**config.mk**
```make
export PLATFORM = sky130hd
export DESIGN_NAME = ptq_bank
export DESIGN_NICKNAME = d
export VERILOG_FILES = /design/src/sv/ptq_pkg.sv /design/src/sv/ptq_ram.sv /design/src/sv/ptq_bank.sv
export SDC_FILE = /design/constraint.sdc
export NUM_CORES = 2
export LEC_CHECK = 0
export BUFFER_PORTS_ARGS = -buffer_cell sky130_fd_sc_hd__buf_2
export CORE_MARGIN = 3
export CORE_UTILIZATION = 50
export DETAILED_ROUTE_END_ITERATION = 10
export GPL_ROUTABILITY_DRIVEN = 0
export PLACE_DENSITY = 0.63
export SETUP_SLACK_MARGIN = 0.15
export SLEW_MARGIN = 20
export SYNTH_ARGS = -nofsm -noshare
export SYNTH_HDL_FRONTEND = slang
export SYNTH_SLANG_ARGS = --single-unit
```
**constraint.sdc**
```tcl
create_clock -name aclk -period 8.55 [get_ports aclk]
set_input_delay 0 -clock aclk [delete_from_list [all_inputs] [get_ports aclk]]
set_output_delay 0 -clock aclk [all_outputs]
set_load 0.02 [all_outputs]
```
**src/sv/ptq_pkg.sv**
```systemverilog
// Package for the two-level priority task queue.
// Holds status and command codes, field widths, default sizes and the bank control struct.
// No dependencies.
package ptq_pkg;

    localparam int NORMAL_DEPTH_DEF    = 256;
    localparam int INTERRUPT_DEPTH_DEF = 256;
    localparam int ID_BITS_DEF         = 8;

    localparam int PRIO_BITS   = 4;
    localparam int PORT_ID_BITS = 8;
    localparam int STATUS_BITS = 2;
    localparam int TDATA_BITS  = 16;

    localparam logic CMD_ENQUEUE = 1'b0;
    localparam logic CMD_TICK    = 1'b1;

    localparam logic [STATUS_BITS-1:0] STATUS_ENQUEUED   = 2'd0;
    localparam logic [STATUS_BITS-1:0] STATUS_FULL       = 2'd1;
    localparam logic [STATUS_BITS-1:0] STATUS_DISPATCHED = 2'd2;
    localparam logic [STATUS_BITS-1:0] STATUS_EMPTY      = 2'd3;

    typedef struct packed {
        logic we;
        logic push;
        logic pop;
    } ptq_bank_ctl_t;

endpackage

```
**src/sv/ptq_ram.sv**
```systemverilog
// Generic single-write, single-read RAM with registered read data.
// No dependencies.
module ptq_ram #(
    parameter int WIDTH = 12,
    parameter int DEPTH = 256
) (
    input  logic                     aclk,
    input  logic                     we,
    input  logic [$clog2(DEPTH)-1:0] waddr,
    input  logic [WIDTH-1:0]         wdata,
    input  logic [$clog2(DEPTH)-1:0] raddr,
    output logic [WIDTH-1:0]         rdata
);

    logic [WIDTH-1:0] mem_reg [DEPTH];
    logic [WIDTH-1:0] rdata_reg;

    always_ff @(posedge aclk) begin
        if (we) begin
            mem_reg[waddr] <= wdata;
        end
        rdata_reg <= mem_reg[raddr];
    end

    assign rdata = rdata_reg;

endmodule

```
**src/sv/ptq_bank.sv**
```systemverilog
// One sorted task queue: circular RAM with head pointer and fill count.
// Logical indexes are relative to the front. Depends on ptq_pkg and ptq_ram.
module ptq_bank
    import ptq_pkg::*;
#(
    parameter int DEPTH      = NORMAL_DEPTH_DEF,
    parameter int ENTRY_BITS = ID_BITS_DEF + PRIO_BITS,
    parameter int IDX_BITS   = $clog2(DEPTH + 1)
) (
    input  logic                  aclk,
    input  logic                  aresetn,
    input  ptq_bank_ctl_t         ctl,
    input  logic [IDX_BITS-1:0]   ridx,
    input  logic [IDX_BITS-1:0]   widx,
    input  logic [ENTRY_BITS-1:0] wdata,
    output logic [ENTRY_BITS-1:0] rdata,
    output logic [IDX_BITS-1:0]   count
);

    localparam int AW = $clog2(DEPTH);
    localparam int CW = $clog2(DEPTH + 1);
    localparam int SW = IDX_BITS + 1;

    logic [AW-1:0] head_reg, head_next;
    logic [CW-1:0] count_reg, count_next;
    logic [AW-1:0] raddr, waddr;

    function automatic logic [AW-1:0] phys(input logic [AW-1:0] head,
                                           input logic [IDX_BITS-1:0] idx);
        logic [SW-1:0] sum;
        sum = SW'(head) + SW'(idx);
        if (sum >= SW'(DEPTH)) begin
            sum = sum - SW'(DEPTH);
        end
        return AW'(sum);
    endfunction

    assign raddr = phys(head_reg, ridx);
    assign waddr = phys(head_reg, widx);

    always_comb begin
        head_next  = head_reg;
        count_next = count_reg;
        if (ctl.pop) begin
            head_next  = phys(head_reg, IDX_BITS'(1));
            count_next = count_reg - CW'(1);
        end else if (ctl.push) begin
            count_next = count_reg + CW'(1);
        end
    end

    always_ff @(posedge aclk) begin
        if (!aresetn) begin
            head_reg  <= '0;
            count_reg <= '0;
        end else begin
            head_reg  <= head_next;
            count_reg <= count_next;
        end
    end

    ptq_ram #(
        .WIDTH (ENTRY_BITS),
        .DEPTH (DEPTH)
    ) u_ram (
        .aclk  (aclk),
        .we    (ctl.we),
        .waddr (waddr),
        .wdata (wdata),
        .raddr (raddr),
        .rdata (rdata)
    );

    assign count = IDX_BITS'(count_reg);

endmodule

```
# Yosys cells after proc, flatten, opt, wreduce, memory -nomap -nowiden

Memories as Yosys holds them, arrays and structs flattened. A register that Yosys moved wholly into a read port is not among the register bits.
Index checks and enable logic that the tools add are counted.

Bits in registers: 17
Memory bits (writable): 3072
Input bits: 35
Logic and storage cells: 22
Memories kept: 1

Memory list:

| memory        | depth | width | read ports | clocked after Yosys merged registers in | wr ports | line          | RTL |
|---|---|---|---|---|---|---|---|
| u_ram.mem_reg | 256   | 12    | 1          | 1                                       | 1        | ptq_ram.sv:15 | `logic [WIDTH-1:0] mem_reg [DEPTH];` |

Add/sub/neg operators: 8
$lt $le $gt $ge: 3
Multiplexer cells: 7
Reductions and logical operators: 1

Operators with widths:

| cell                  | count |
|---|---|
| $mux W8               | 3 |
| $sub A8 B1 Y8 const B | 3 |
| $add A8 B9 Y10        | 2 |
| $ge A10 B9 Y1 const B | 2 |
| $mux W9               | 2 |
| $add A8 B1 Y9 const B | 1 |
| $add A9 B1 Y9 const B | 1 |
| $ge A9 B9 Y1 const B  | 1 |
| $sub A9 B1 Y9 const B | 1 |
| $mux W1               | 2 |
| $reduce_bool A2 Y1    | 1 |

# Logic depth before layout (Yosys ltp)

Depth after elaboration: 3
Gate-level depth with buffers: 15
Mapped depth without buffers: 11

# Modules after synthesis

From an unflattened synthesis, not the netlist that was laid out.

Cells, all modules: 5704
Area total of the unflattened synthesis: 120291.6 µm²

Modules (own cells, without submodules):

| module   | times used | cells each | area an instance (µm²) | seq. area each (µm²) |
|---|---|---|---|---|
| ptq_ram  | 1          | 5506       | 118632.5               | 92488.7 |
| ptq_bank | 1          | 198        | 1659.1                 | 340.3 |

# Worst setup path after synthesis

Ideal clock, no wire load.

Path kind: reg2reg
Start point: register head_reg[0]
End point: memory u_ram.mem_reg[148][0] (enable)
Arrival: 3.274 ns
Data required time: 8.154 ns
Setup slack: 4.879 ns
Stages on the path, launching flop included: 11
Path buffers: 0
Clock period less this slack: 3.671 ns
Path through: dfxtp_1 ha_1 fa_1 a21o_1 a21oi_1 o21bai_1 a21oi_1 xnor2_1 nor2_1 nand2_1 nor3_1

Cells in the longest elaborated chain, start to end: 3
Elaborated cells between the ends (all ways): 4

RTL lines:

| element                                        | line                           | RTL |
|---|---|---|
| start, declared                                | ptq_bank.sv:24                 | `logic [AW-1:0] head_reg, head_next;` |
| start signal, assigned                         | ptq_bank.sv:57                 | `head_reg <= head_next;` |
| $add A8 B9 Y10 (*)                             | ptq_bank.sv:31                 | `sum = SW'(head) + SW'(idx);` |
| $sub A8 B1 Y8 or $ge A10 B9 Y1 (tied branches) | ptq_bank.sv:33, ptq_bank.sv:32 |  |
| $mux W8 (*)                                    | ptq_bank.sv:32                 | `if (sum >= SW'(DEPTH)) begin` |
| end, declared                                  | ptq_ram.sv:15                  |  |

Every way passes the cells marked *; elsewhere a longest branch is shown, timed or not.

# Worst setup path after layout

Start point: register head_reg[0]
End point: register u_ram.rdata_reg[10], in the netlist u_ram.rdata[10] (read register of u_ram.mem_reg)

Cells in the longest elaborated chain, start to end: 3
Elaborated cells between the ends (all ways): 4

RTL lines:

| element                                        | line                           | RTL |
|---|---|---|
| $add A8 B9 Y10 (*)                             | ptq_bank.sv:31                 |  |
| $sub A8 B1 Y8 or $ge A10 B9 Y1 (tied branches) | ptq_bank.sv:33, ptq_bank.sv:32 |  |
| $mux W8 (*)                                    | ptq_bank.sv:32                 |  |
| end, declared                                  | ptq_ram.sv:16                  | `logic [WIDTH-1:0] rdata_reg;` |

Marks and branches as above.
A chain may end at the register's enable or synchronous reset.

==> results.py <==
metrics = {
    "critical_path": {
        "crit_type": "register to register",
        "start_kind": "register",
        "slowest_stage": "fa_4",
        "worstSetupEndpointType": "register",
        "rrSetupSlack_ns": 3.29,
        "required_ns": 9.37,
        "cp_slowest_stage_delay_ns": 1.33,
        "startpoint": "head_reg[0]",
        "reg2reg_from": "head_reg[0]",
        "path_buf_inv": 3,
        "r2r-end": "u_ram.rdata[10]",
        "cp_max_fo": 110,
        "path_cells": "ha_4, inv_1, fa_4, buf_12, buf_4, mux4_2, nand2_1, nand3_1, a311oi_1, nor3_1, or4_1",
        "cp.arrival_ns": 6.08,
        "reg2reg_depth": 11,
        "cpLargestDelayFamily": "adder cells",
    },
    "worst_hold_path": {
        "min_from": "wdata[9]",
        "min_delay_path_depth": 2,
        "min_path_type": "input port to register",
        "min_to": "u_ram.mem_reg[154][9]",
    },
    "finish": {
        "drive_above_1_share_pct": 28.34,
        "fin_cells": 9599,
        "largest_register_ffs": 3072,
        "area_growth_pct": 14.33,
        "fin_nets": 6231,
    },
    "power": {
        "vdd_ir_drop_max_uv": 253.6,
        "leakage_nw": 43.97,
        "power_density_nw_per_um2": 249.8,
    },
    "clocking": {
        "clockRootBuffer": "clkbuf_16",
        "clkSlewWorstSetupHoldPaths_ns": 0.06,
        "cts_buffers": 331,
        "clock-sinks": 3101,
        "cts_tree": "built",
        "clock_path_buffers": 4,
        "insertion_delay_ns": 0.96,
        "cts_max_level": 5,
    },
    "yosys": {
        "ys_ff_latch": 3101,
        "ys_seq_area_share_pct": 76.41,
        "synthCells": 5874,
        "synth_edf_count": 3072,
        "syn_nets": 5934,
        "async_flop_share_pct": 0,
        "synthesis.area_um2": 121500,
        "syn_avg_cell_area_um2": 20.68,
        "synth.distinct_cells": 79,
        "synth_ff_type": "edfxtp_1",
        "yosysWarnings": 0,
    },
    "route": {
        "viasPerCell": 6.345,
        "dr.pass1.iters": 5,
        "ant_nets": 0,
        "num_vias": 60910,
        "drc": 0,
        "avgRoutedWirePerCell_um": 32.38,
        "wirelength_um": 310800,
        "drt_iter0_markers": 7323,
    },
    "floorplanning": {
        "num_rows": 180,
        "pin_count": 56,
        "die_w_um": 498.9,
        "start_util_pct": 50.37,
        "coreArea_um2": 241200,
        "fp.dieH_um": 498.9,
        "die_area_um2": 248900,
    },
    "sta": {
        "worstMarginPinSlew_ns": 1.256,
        "clock_skew_ns": 0.07098,
        "rsz0062_at_grt": "no",
        "fin_crit_sh_pct": 61.52,
        "period_needed_ns": 5.260,
        "fmax_mhz": 190.1,
        "finalSetupTns_ns": 0,
        "hold_viol": 0,
        "relSlewSlack_pct": 15.18,
        "drv_slew": 0,
        "setup_violations": 0,
    },
    "global_route": {
        "grtUsageTotal_pct": 24.96,
        "antenna_found_initial": 15,
        "overflow": 0,
        "grt_max_degree": 163,
        "grt_pass1_vias": 60720,
        "grt_pass1_wl_um": 446700,
    },
    "run": {
        "drv_cap": 0,
    },
    "placement": {
        "portBuffers": 53,
        "placedCellCount": 8995,
        "dp_hpwl_um": 178500,
    },
    "run_status": {
        "outcome": "complete, no violations",
    },
}
## cell type report
type                       count  area, um^2
multi-input combinational   2397       28820
inverter                      16       60.06
fill                       17440      102300
timing repair buffer         324        2870
antenna                        7       17.52
sequential                  3101       92830
tap                         3185        3985
clock buffer                 412        8778
clock inverter               157        1538
## synth_stat cells (all sizes together), types with 9 or more instances
library cell,number,area (um^2)
edfxtp,3072,92250
mux4,795,17900
nand2,524,1969
nor3,267,1341
buf,235,1364
nand3,207,1036
clkbuf,125,470.5
mux2i,94,940.9
o21ai,63,315.3
a21oi,56,284.0
nor2,47,181.4
and3,35,224.0
nand4,33,206.5
dfxtp,29,580.6
xnor2,24,225.2
and2,22,137.6
ha,22,275.3
a311oi,21,183.9
nor4,19,118.9
a211oi,18,140.1
inv,16,60.06
o22ai,12,75.07
o211ai,11,82.58
o21bai,9,67.56
xor2,9,78.83
## logic make-up after synthesis
group                    Yosys count  synth area share (%)
XOR/XNOR                          33                0.2503
adder cells (fa/ha/maj)           25                0.2760
AND/OR/NAND/NOR                 1170                 4.391
buffers and inverters            376                 1.559
AO/OA/AOI/OAI                    275                 1.557
flip-flops                      3101                 76.41
multiplexers                     894                 15.56
## per-layer routing
layer  vias up  track usage [%]  wire [um]
met5         -                0         29
met4         4            8.515      10470
met3       481            4.872      26680
met2      2823            38.65     148600
met1     32570            36.04     125100
li1      25030                -          -
## layout by cell type (no fill, tap or decap), drive strengths merged, types with 11 or more instances in the layout
cell type and count:
inv 22, clkinv 113, a21oi 56, nand4 33, o21ai 63, edfxtp 3072, nor2 47, xnor2 24
mux4 795, nor3 267, o22ai 12, bufinv 30, nand2 524, a311oi 21, and2 22, nand3 207
clkbuf 413, and3 35, nor4 19, mux2i 94, ha 22, o211ai 11, a211oi 18, dlygate4sd3 22
dfxtp 29, buf 301
## where the power goes
group	total (W)	internal, W	switching (W)
Sequential	0.0168	0.0168	0.0000380
Clock	0.0139	0.00815	0.00570
Combinational	0.00404	0.00156	0.00248
## worst max-delay path by stage
stage | to | cells after the start | slack, ns
after detailed placement | u_ram.rdata[10] | 11 | 3.34
final | u_ram.rdata[10] | 11 | 3.29
after floorplan | u_ram.mem_reg[148][0] | 10 | 4.88
after global placement | u_ram.rdata[5] | 11 | 3.26
after global routing | u_ram.rdata[10] | 11 | 3.13
after CTS | u_ram.rdata[10] | 11 | 3.32
## what timing repair did
item | 4_1_cts | 5_1_grt
buffers inserted | 0 | 0
hold buffers | 22 | 0
endpoints found under the hold margin | 1229 | 0
resized for setup | 0 | 0
## per-stage QoR
stage	hold WS [ns]	area [um^2]	utilization (%)	total power, W	setup slack [ns]
after floorplan	0.09887	121500	-	0.01965	4.879
final	0.03388	138900	57.59	0.03470	3.290
after CTS	0.009606	138300	57.33	0.03489	3.319
after global routing	0.02239	138900	57.58	0.03573	3.128
after global placement	0.2855	127500	52.86	0.02111	3.259
after detailed placement	0.2983	127800	52.96	0.02116	3.339
## worst reg2reg max path: stages (launching register included)
cell	delay, ns
dfxtp_1	0.47
ha_4	0.18
inv_1	0.05
fa_4	1.33
buf_12	0.63
buf_4	0.54
mux4_2	0.38
nand2_1	0.10
nand3_1	0.15
a311oi_1	0.50
nor3_1	0.27
or4_1	0.55
Note: power is estimated with default switching activity, not from simulation.
